--- src/hdl/bmi_pkg.sv ---
`default_nettype none
package bmi_pkg;

   localparam int WORD_BITS = 32;

   typedef logic [WORD_BITS-1:0] word_type;

   localparam word_type WORD_ONE      = word_type'(1);
   localparam word_type MODULUS_RESET = word_type'(3);

   typedef enum logic {
      ST_IDLE,
      ST_RUN
   } state_type;

   // controller to datapath
   typedef struct packed {
      logic load;
      logic step;
      logic fin_err;
      logic fin_x1;
      logic fin_x2;
   } cmd_type;

   // datapath to controller
   typedef struct packed {
      logic p_bad;
      logic u_zero;
      logic v_zero;
      logic u_one;
      logic v_one;
   } status_type;

endpackage
`default_nettype wire

--- src/hdl/binary_modular_inverse_top.sv ---
// a computation is a load, then a data-dependent run of steps, then a finish; result strobe in the next cycle
// each step is one halve or subtract of u/v per cycle
// throughput: one item at a time, next start taken in the cycle the result is shown
// the receiver cannot stall: rsp_valid is a one cycle strobe
// reset (synchronous, active high) returns to idle and sets the modulus to 3
`default_nettype none
module binary_modular_inverse_top (
   input  wire                clock,
   input  wire                reset,
   input  wire                start,
   output logic               busy,
   input  bmi_pkg::word_type  req_operand,
   output logic               rsp_valid,
   output bmi_pkg::word_type  rsp_inverse,
   output logic               rsp_not_invertible,
   input  wire                csr_write,
   input  bmi_pkg::word_type  csr_wdata
);
   import bmi_pkg::*;

   cmd_type    cmd;
   status_type status;

   bmi_ctrl u_ctrl (
      .clock     (clock),
      .reset     (reset),
      .start     (start),
      .busy      (busy),
      .rsp_valid (rsp_valid),
      .cmd       (cmd),
      .status    (status)
   );

   bmi_datapath u_datapath (
      .clock              (clock),
      .reset              (reset),
      .csr_write          (csr_write),
      .csr_wdata          (csr_wdata),
      .req_operand        (req_operand),
      .cmd                (cmd),
      .status             (status),
      .rsp_inverse        (rsp_inverse),
      .rsp_not_invertible (rsp_not_invertible)
   );

`ifndef SYNTHESIS
   a_accept_busy: assert property (@(posedge clock) disable iff (reset)
      (start && !busy) |=> busy)
      else $error("accepted transfer did not start a computation");

   a_valid_idle: assert property (@(posedge clock) disable iff (reset)
      rsp_valid |-> !busy)
      else $error("result shown while busy");

   a_strobe_single: assert property (@(posedge clock) disable iff (reset)
      rsp_valid |=> !rsp_valid)
      else $error("result strobe longer than one cycle");

   a_err_zero: assert property (@(posedge clock) disable iff (reset)
      (rsp_valid && rsp_not_invertible) |-> (rsp_inverse == '0))
      else $error("error result with nonzero inverse");
`endif

endmodule
`default_nettype wire

--- src/hdl/bmi_ctrl.sv ---
`default_nettype none
module bmi_ctrl (
   input  wire                 clock,
   input  wire                 reset,
   input  wire                 start,
   output logic                busy,
   output logic                rsp_valid,
   output bmi_pkg::cmd_type    cmd,
   input  bmi_pkg::status_type status
);
   import bmi_pkg::*;

   state_type state_ff, state_in;
   logic      valid_ff, valid_in;

   always_ff @(posedge clock) begin
      if (reset) begin
         state_ff <= ST_IDLE;
         valid_ff <= 1'b0;
      end else begin
         state_ff <= state_in;
         valid_ff <= valid_in;
      end
   end

   always_comb begin
      state_in = state_ff;
      cmd      = '0;
      unique case (state_ff)
         ST_IDLE: begin
            if (start) begin
               cmd.load = 1'b1;
               state_in = ST_RUN;
            end
         end
         ST_RUN: begin
            // zero in u or v means a common factor (or a zero operand)
            priority if (status.p_bad || status.u_zero || status.v_zero) begin
               cmd.fin_err = 1'b1;
               state_in    = ST_IDLE;
            end else if (status.u_one) begin
               cmd.fin_x1 = 1'b1;
               state_in   = ST_IDLE;
            end else if (status.v_one) begin
               cmd.fin_x2 = 1'b1;
               state_in   = ST_IDLE;
            end else begin
               cmd.step = 1'b1;
            end
         end
         default: begin
            state_in = ST_IDLE;
         end
      endcase
      valid_in = cmd.fin_err | cmd.fin_x1 | cmd.fin_x2;
   end

   assign busy      = (state_ff == ST_RUN);
   assign rsp_valid = valid_ff;

endmodule
`default_nettype wire

--- src/hdl/bmi_datapath.sv ---
`default_nettype none
module bmi_datapath (
   input  wire                  clock,
   input  wire                  reset,
   input  wire                  csr_write,
   input  bmi_pkg::word_type    csr_wdata,
   input  bmi_pkg::word_type    req_operand,
   input  bmi_pkg::cmd_type     cmd,
   output bmi_pkg::status_type  status,
   output bmi_pkg::word_type    rsp_inverse,
   output logic                 rsp_not_invertible
);
   import bmi_pkg::*;

   word_type modulus_ff;
   word_type u_ff, u_in, v_ff, v_in;
   word_type x1_ff, x1_in, x2_ff, x2_in;
   word_type inv_ff, inv_in;
   logic     err_ff, err_in;

   word_type half_src, half_res;
   word_type sub_big, sub_small, sub_res;
   word_type xa, xb, xdiff, xsub_res;
   logic     u_ge_v;

   always_ff @(posedge clock) begin
      if (reset) begin
         modulus_ff <= MODULUS_RESET;
      end else if (csr_write) begin
         modulus_ff <= csr_wdata;
      end
   end

   // halve one coefficient mod p: add p when odd, folded into the shift
   always_comb begin
      half_src = (!u_ff[0]) ? x1_ff : x2_ff;
      if (half_src[0]) begin
         half_res = (half_src >> 1) + (modulus_ff >> 1) + WORD_ONE;
      end else begin
         half_res = half_src >> 1;
      end
   end

   // subtract smaller from larger, coefficients reduced into [0, p)
   always_comb begin
      u_ge_v    = (u_ff >= v_ff);
      sub_big   = u_ge_v ? u_ff : v_ff;
      sub_small = u_ge_v ? v_ff : u_ff;
      sub_res   = sub_big - sub_small;
      xa        = u_ge_v ? x1_ff : x2_ff;
      xb        = u_ge_v ? x2_ff : x1_ff;
      xdiff     = xa - xb;
      xsub_res  = (xa >= xb) ? xdiff : xdiff + modulus_ff;
   end

   always_comb begin
      u_in  = u_ff;
      v_in  = v_ff;
      x1_in = x1_ff;
      x2_in = x2_ff;
      priority if (cmd.load) begin
         // the operand is not reduced first: the gcd and the inverse are the same
         u_in  = req_operand;
         v_in  = modulus_ff;
         x1_in = WORD_ONE;
         x2_in = '0;
      end else if (cmd.step) begin
         priority if (!u_ff[0]) begin
            u_in  = u_ff >> 1;
            x1_in = half_res;
         end else if (!v_ff[0]) begin
            v_in  = v_ff >> 1;
            x2_in = half_res;
         end else if (u_ge_v) begin
            u_in  = sub_res;
            x1_in = xsub_res;
         end else begin
            v_in  = sub_res;
            x2_in = xsub_res;
         end
      end else begin
         u_in = u_ff;
      end
   end

   always_comb begin
      inv_in = inv_ff;
      err_in = err_ff;
      priority if (cmd.fin_err) begin
         inv_in = '0;
         err_in = 1'b1;
      end else if (cmd.fin_x1) begin
         inv_in = x1_ff;
         err_in = 1'b0;
      end else if (cmd.fin_x2) begin
         inv_in = x2_ff;
         err_in = 1'b0;
      end else begin
         inv_in = inv_ff;
      end
   end

   always_ff @(posedge clock) begin
      u_ff   <= u_in;
      v_ff   <= v_in;
      x1_ff  <= x1_in;
      x2_ff  <= x2_in;
      inv_ff <= inv_in;
      err_ff <= err_in;
   end

   assign status.p_bad  = (!modulus_ff[0]) || (modulus_ff < MODULUS_RESET);
   assign status.u_zero = (u_ff == '0);
   assign status.v_zero = (v_ff == '0);
   assign status.u_one  = (u_ff == WORD_ONE);
   assign status.v_one  = (v_ff == WORD_ONE);

   assign rsp_inverse        = inv_ff;
   assign rsp_not_invertible = err_ff;

endmodule
`default_nettype wire
--- config.mk ---
export PLATFORM = sky130hd
export DESIGN_NAME = binary_modular_inverse_top
export DESIGN_NICKNAME = d
export VERILOG_FILES = /design/src/hdl/bmi_pkg.sv /design/src/hdl/binary_modular_inverse_top.sv /design/src/hdl/bmi_ctrl.sv /design/src/hdl/bmi_datapath.sv
export SDC_FILE = /design/constraint.sdc
export NUM_CORES = 1
export LEC_CHECK = 0
export ABC_CLOCK_PERIOD_IN_PS = 7800
export BUFFER_PORTS_ARGS = -buffer_cell sky130_fd_sc_hd__buf_2
export CORE_AREA = 2 2 211 296
export DETAILED_ROUTE_END_ITERATION = 6
export DIE_AREA = 0 0 213 298
export SETUP_SLACK_MARGIN = 0.15
export SLEW_MARGIN = 10
export SYNTH_ARGS = -nofsm -noshare
export SYNTH_HDL_FRONTEND = slang
export SYNTH_SLANG_ARGS = --single-unit
--- constraint.sdc ---
create_clock -name clock -period 7.8 [get_ports clock]
set_clock_uncertainty 0.15 [all_clocks]
set_input_delay 1.56 -clock clock [delete_from_list [all_inputs] [get_ports clock]]
set_output_delay 1.56 -clock clock [all_outputs]
set_load 0.05 [all_outputs]
==> impl_results.md, run 1 <==
* Starting utilization of the core area at 30.9%
* Routed Wire Length at 71300 µm
* Congestion Overflow GR at 0
* Largest family of logic cells by synthesized area: compound AO/OA/AOI/OAI gates
* Die Span Y at 298 µm
* Clock tree root driver cell: clkbuf_16
* Number of buffer cells added on primary ports at 102
* Final Cell Area at 0.0208 mm²
* Top Ports at 103
* Min-delay worst type: reg2reg
* Time the final worst path needs with I/O delays and setup at 7390 ps
* Synthesis warning total at 0
* RSZ-0062 raised after global routing: no
* Count of maximum capacitance violations at 0
* Number of nets produced by synthesis at 2631
* Sequential element share of the synthesized area at 24.3%
* Mapped Area at 0.0187 mm²
* Number of iterations in the first detailed-routing pass at 7
* Setup-violating endpoint count in the final report at 0
* Final critical-path share of the clock period at 94.7%
* Async set or reset register ratio after synthesis at 0%
* Post-synthesis instance total at 2459
* Vias after detailed routing at 19.1k
* Flip-flop and latch count after synthesis at 195
* Gp weighted congestion at 0.969
* Mean Syn Cell Area at 7.61 µm²
* Number of nets with antenna violations after routing at 0
* Antenna violations before repair at 7
* Category of the worst setup path capture point: flop
* Layout Utilization at 34.3%
* EDFF count, synth at 64
* Row count at 107
* Area added between synthesis and finish at 11.1%
* Number of clock buffers inserted by TritonCTS at 17
* Setup CP Type: reg2reg
* Adder-cell share of the synthesized area at 7.51%
* Overall routing resource usage at 22.1%
* Share of layout cells above drive strength 1 at 11.8%
* Via count of the first global-routing pass at 18.5k
* WP data required at 8060 ps
* Number of violations reported at the end of detailed-routing iteration 0 at 1552
* Startpoint of the lowest-slack register-to-register path: u_datapath.v_ff[22]$_DFFE_PP_
* Count of pins over their slew limit at 0
* Clk_lat worst skew at 490 ps
* Worst r2r path cells at 27
* DRC Markers at 3
* Multiplexer share of the synthesized area at 6.96%
* Post-DP Area at 0.0200 mm²
* Leading cell types in the layout, fill and taps excluded: 274 x nor2_1, 206 x nand2_1, 198 x o21ai_0, 167 x a21oi_1, 131 x dfxtp_1
* CTS clock-pin slew for the worst setup and hold paths at 80 ps
* Compound-Gate Fraction of Synth Area at 28.4%
* Average detailed-routed wire length per instance at 21.5 µm
* Routed via count divided by cell count at 5.76
* Number of failing hold endpoints at the final stage at 0
* Area share of xor/xnor cells in the synthesized design at 4.85%
* Area of the placeable core at 0.0606 mm²
* Result of the run: complete, but fails checks
* Violations in the final reports: design-rule violations
* Cell depth of the worst hold path at 2
* Area enclosed by the die boundary at 0.0635 mm²
* Clock tree from TritonCTS: yes
* Largest net degree at the start of global routing at 73
* Critical path origin: u_datapath.v_ff[22]$_DFFE_PP_
* Worst setup SP type: flop
* DP Wirelength at 53700 µm
* Leading cell type in the layout, fill and taps excluded: nor2_1
* Critical-path maximum fanout at 9
* Arrival time worst endpoint at 7650 ps
* Die width at 213 µm
* Total negative slack at 0 ps
* CTS sink count at 195
* Maximum clock frequency at 0.135 GHz
* Transition time of the tightest slew-check pin at 1090 ps
* Synthesized-area fraction occupied by and/or/nand/nor cells at 22.7%
* Ys flop type: dfxtp_1
* Number of buffers on the longest clock path at 2
* Deepest level of the CTS H-tree at 4
* Worst slew slack as a fraction of its limit at 27.4%
* Hold path startpoint: u_datapath.rsp_not_invertible$_SDFFE_PP1P_
* Wire length of the first global-routing pass at 108000 µm
* Final-stage net count at 2652
* Number of distinct library cells after synthesis at 104
==> cell type report <==
| type | count | area, µm² |
|---|---|---|
| inverters | 94 | 353 |
| multi-input cells | 2020 | 13300 |
| fillers | 6430 | 39900 |
| clock inverters | 11 | 131 |
| clock buffers | 21 | 504 |
| well taps | 817 | 1020 |
| flip-flops and latches | 195 | 4540 |
| repair buffers | 152 | 886 |
| diodes | 2 | 5.00 |
==> cell usage after synthesis (15+ instances only) <==
cell type | number | area (µm²)
a221oi_1 | 41 | 359
a21oi_1 | 170 | 851
nor2b_1 | 48 | 300
nor3_1 | 46 | 230
a21o_1 | 41 | 308
nand2b_1 | 62 | 388
and2_1 | 15 | 93.8
ha_1 | 102 | 1280
a31oi_1 | 25 | 156
nand2_1 | 206 | 773
edfxtp_1 | 64 | 1920
o21a_1 | 23 | 173
clkbuf_1 | 121 | 454
dfxtp_1 | 131 | 2620
o21ai_0 | 200 | 1000
nor4_1 | 31 | 194
o211ai_1 | 17 | 128
nand3_1 | 111 | 556
inv_1 | 93 | 349
mux2_2 | 29 | 327
o31ai_1 | 20 | 150
o22ai_1 | 21 | 131
nand4_1 | 20 | 125
mux2i_1 | 95 | 951
nor2_1 | 274 | 1030
xor2_1 | 45 | 394
a211oi_1 | 55 | 413
a31o_2 | 24 | 210
and3_1 | 20 | 125
xnor2_1 | 54 | 473
==> layer usage <==
metal	vias up	global-route usage [%]	part of all wire (%)
met2	652	38.1	48
met5	-	0	0.088
met4	10	11.7	5.3
met1	9082	25.8	41
met3	191	3.67	5.6
li1	9154	-	-
==> path summary, 6_finish.rpt <==
path	to	slack (ps)
max	u_datapath.x1_ff[31]$_SDFFE_PP0P_	410
min reg2reg	u_datapath.rsp_not_invertible$_SDFFE_PP1P_	300
min	u_datapath.rsp_not_invertible$_SDFFE_PP1P_	300
max reg2reg	u_datapath.x1_ff[31]$_SDFFE_PP0P_	410
==> cells by family (layout without fill, tap and decap cells) <==
group / after synthesis / after routing
buffers and inverters: 244 / 278
AND/OR/NAND/NOR: 888 / 888
flip-flops: 195 / 195
multiplexers: 126 / 126
other: 0 / 2
XOR/XNOR: 101 / 101
adder cells (fa/ha/maj): 113 / 113
AO/OA/AOI/OAI: 792 / 792
==> metrics by stage <==
stage	hold slack [ps]	std cells	setup WS [ps]
finish	297	3312	412
global placement	280	3270	193
floorplan	318	2459	283
global route	311	3310	134
detailed placement	290	3270	147
CTS	302	3302	201
==> worst max-delay path: stages, from the launching register on <==
cell      delay [ps]
edfxtp_1         430
inv_1            120
ha_4             330
nand4_1          200
nor4_4           480
nand3_2          170
o311a_1          380
a21oi_2          230
a21oi_1           70
ha_1             240
o311ai_2         350
a21boi_0         250
o21ba_2          270
or2_1            250
xnor2_1          300
ha_1             350
a21o_1           180
a21o_1           170
a21oi_1          190
o22ai_1          120
a21oi_2          180
a21oi_1          130
a41o_1           290
o41a_1           400
and4b_1          250
o31ai_2          260
xor3_1           390
o211ai_1         170
==> repair_timing <==
item	4_1_cts	5_1_grt
buffers inserted	0	8
resized for setup	1	18
pin swaps	0	5
setup endpoints to repair	2	12
hold buffers	0	0
==> state kept, by name (all words and copies together) (netlist names) <==
name / cells
u_ctrl.rsp_valid: 1
u_datapath.x1_ff: 32
u_datapath.x2_ff: 32
u_datapath.u_ff: 32
u_datapath.v_ff: 32
u_ctrl.busy: 1
u_datapath.rsp_not_invertible: 1
u_datapath.rsp_inverse: 32
u_datapath.modulus_ff: 32
Power of run 1 is not shown: default switching activity piles up to over one toggle a cycle in this logic, so the estimate is an artifact.
==> run 2: changes to the inputs <==
==> constraint.sdc (replaced) <==
create_clock -name clock -period 7.8 [get_ports clock]
set_clock_uncertainty 0.15 [all_clocks]
set_input_delay 0 -clock clock [delete_from_list [all_inputs] [get_ports clock]]
set_output_delay 0 -clock clock [all_outputs]
set_load 0.05 [all_outputs]
==> run 2 against run 1 <==
The run now ends clean. Global-route usage is essentially flat. Critical path depth is the same. Maximum frequency grew 1.5%. Sequential share of layout area shrank 0.95 points. Critical path type unchanged. Flip-flop and latch count is the same. Highest routed layer unchanged. Final cell count grew 2.7%. Critical endpoint unchanged. Worst setup slack gained 110 ps.
==> impl_results.md, run 2 (synthesized netlist as in run 1, its figures left out) <==
* Top Ports at 103
* DP Wirelength at 53700 µm
* Antenna violations before repair at 3
* Final-stage net count at 2745
* Kind of cell adding the most delay to the critical path: compound AO/OA/AOI/OAI gates
* Maximum clock frequency at 0.137 GHz
* Area added between synthesis and finish at 16.1%
* Vias after detailed routing at 19.4k
* Die Span Y at 298 µm
* Wire length of the first global-routing pass at 108000 µm
* Number of buffers on the longest clock path at 2
* Leading cell type in the layout, fill and taps excluded: nor2_1
* Clock tree root driver cell: clkbuf_16
* Inst Count DP at 3270
* Routed via count divided by cell count at 5.71
* Via count of the first global-routing pass at 18.8k
* Worst r2r path cells at 27
* Register-to-register path setup slack at 520 ps
* Leading cell types in the layout, fill and taps excluded: 274 x nor2_1, 206 x nand2_1, 198 x o21ai_0, 167 x a21oi_1, 131 x dfxtp_1
* Share of layout cells above drive strength 1 at 11.2%
* CP Buf/Inv Count at 1
* Result of the run: complete, no violations
* Crit path capture: u_datapath.x1_ff[31]$_SDFFE_PP0P_
* Number of nets with antenna violations after routing at 0
* Number of failing hold endpoints at the final stage at 0
* Worst setup SP type: flop
* Cell count along the critical path at 27
* RSZ-0062 raised after global routing: no
* Starting utilization of the core area at 30.9%
* Clock tree from TritonCTS: yes
* Number of clock buffers inserted by TritonCTS at 17
* Min-delay worst type: in2reg
* WP data required at 8060 ps
* Area of the placeable core at 0.0606 mm²
* Routed Wire Length at 71500 µm
* Arrival time worst endpoint at 7540 ps
* Final critical-path share of the clock period at 93.3%
* Setup-violating endpoint count in the final report at 0
* Number of violations reported at the end of detailed-routing iteration 0 at 1550
* Number of buffer cells added on primary ports at 102
* CTS clock-pin slew for the worst setup and hold paths at 90 ps
* Inserted Diodes at 0
* Highest-delay cell along the critical path: edfxtp_1
* Die width at 213 µm
* Setup CP Type: reg2reg
* Max stage delay on crit path at 430 ps
* Category of the worst setup path capture point: flop
* Congestion Overflow GR at 0
* Gp weighted congestion at 0.971
* Average detailed-routed wire length per instance at 21.0 µm
* Count of maximum capacitance violations at 0
* Largest net degree at the start of global routing at 76
* Area enclosed by the die boundary at 0.0635 mm²
* Row count at 107
* Critical-path maximum fanout at 7
* Startpoint of the lowest-slack register-to-register path: u_datapath.v_ff[24]$_DFFE_PP_
* Total negative slack at 0 ps
* DRC Markers at 0
* Clk_lat worst skew at 490 ps
* Count of pins over their slew limit at 0
* Worst R2R End: u_datapath.x1_ff[31]$_SDFFE_PP0P_
* Overall routing resource usage at 22.1%
* Layout filler cell count at 6439
* Transition time of the tightest slew-check pin at 1110 ps
* Worst slew slack as a fraction of its limit at 26.0%
* Deepest level of the CTS H-tree at 4
* CTS sink count at 195
* Number of iterations in the first detailed-routing pass at 5
* Critical path origin: u_datapath.v_ff[24]$_DFFE_PP_
* Time the final worst path needs with I/O delays and setup at 7280 ps
* Post-route non-filler standard cell count at 3403
run 2: cell types whose count changed in the layout (fill, tap and decap cells not counted), moves of 2 or more:
cell	before	now
a2111oi_0	5	7
a2111oi_1	3	1
buf_4	50	45
diode_2	2	0
dlygate4sd3_1	0	97
run 2: worst min-delay path by stage:
stage                       start                                      to  slack [ps]  cells past startpoint
floorplan            csr_wdata[0]   u_datapath.modulus_ff[0]$_SDFFE_PP1P_         -20                      2
global placement    csr_wdata[24]  u_datapath.modulus_ff[24]$_SDFFE_PP0P_          80                      3
detailed placement  csr_wdata[30]  u_datapath.modulus_ff[30]$_SDFFE_PP0P_          90                      3
CTS                     csr_write   u_datapath.modulus_ff[1]$_SDFFE_PP1P_         140                      3
global route            csr_write   u_datapath.modulus_ff[0]$_SDFFE_PP1P_         200                      3
finish                  csr_write   u_datapath.modulus_ff[1]$_SDFFE_PP1P_         150                      3
run 2: metal layers:
layer	track usage (%)	wire length (µm)	part of all wire, %
met5	0	41	0.057
met4	12.7	4010	5.6
met3	2.34	3590	5.0
met2	38.1	34300	48
met1	26.3	29500	41
run 2: final cells by class:
class	count	area, µm²	share of cell area, %
timing repair buffer	245	1840	8.46
clock inverter	12	138	0.633
sequential	195	4540	20.9
tap	817	1020	4.70
inverter	94	353	1.62
multi-input combinational	2020	13300	61.4
clock buffer	20	500	2.30
run 2: worst reg2reg max path, cell delays in order (launching register included):
cell      delay (ps)
edfxtp_1         430
inv_1             90
ha_1             390
nand2_1          190
nor4_4           420
nand3_2          170
o311a_1          380
a21oi_2          220
a21oi_1           70
ha_1             240
o311ai_2         340
a21boi_0         250
o21ba_2          280
or2_1            260
xnor2_1          270
ha_1             350
a21o_1           180
a21o_1           170
a21oi_1          190
o22ai_1          120
a21oi_2          180
a21oi_1          130
a41o_1           290
o41a_1           400
and4b_1          250
o31ai_2          260
xor3_1           400
o211ai_1         160
run 2: timing repair:
action	in CTS	in global routing
hold buffers	97	0
hold endpoints to repair	68	0
gates resized for setup	0	17
setup buffers	0	4
setup endpoints to repair	0	11
run 2: per-stage QoR:
step	util [%]	hold slack [ps]	instance area, µm²	worst slack, ps
finish	35.9	149	21700	523
global route	35.9	202	21700	146
CTS	35.6	140	21600	167
detailed placement	33.0	91.9	20000	213
global placement	33.0	84.5	20000	196
floorplan	-	-22.0	18700	283
Power of run 2 is left out for the same reason.
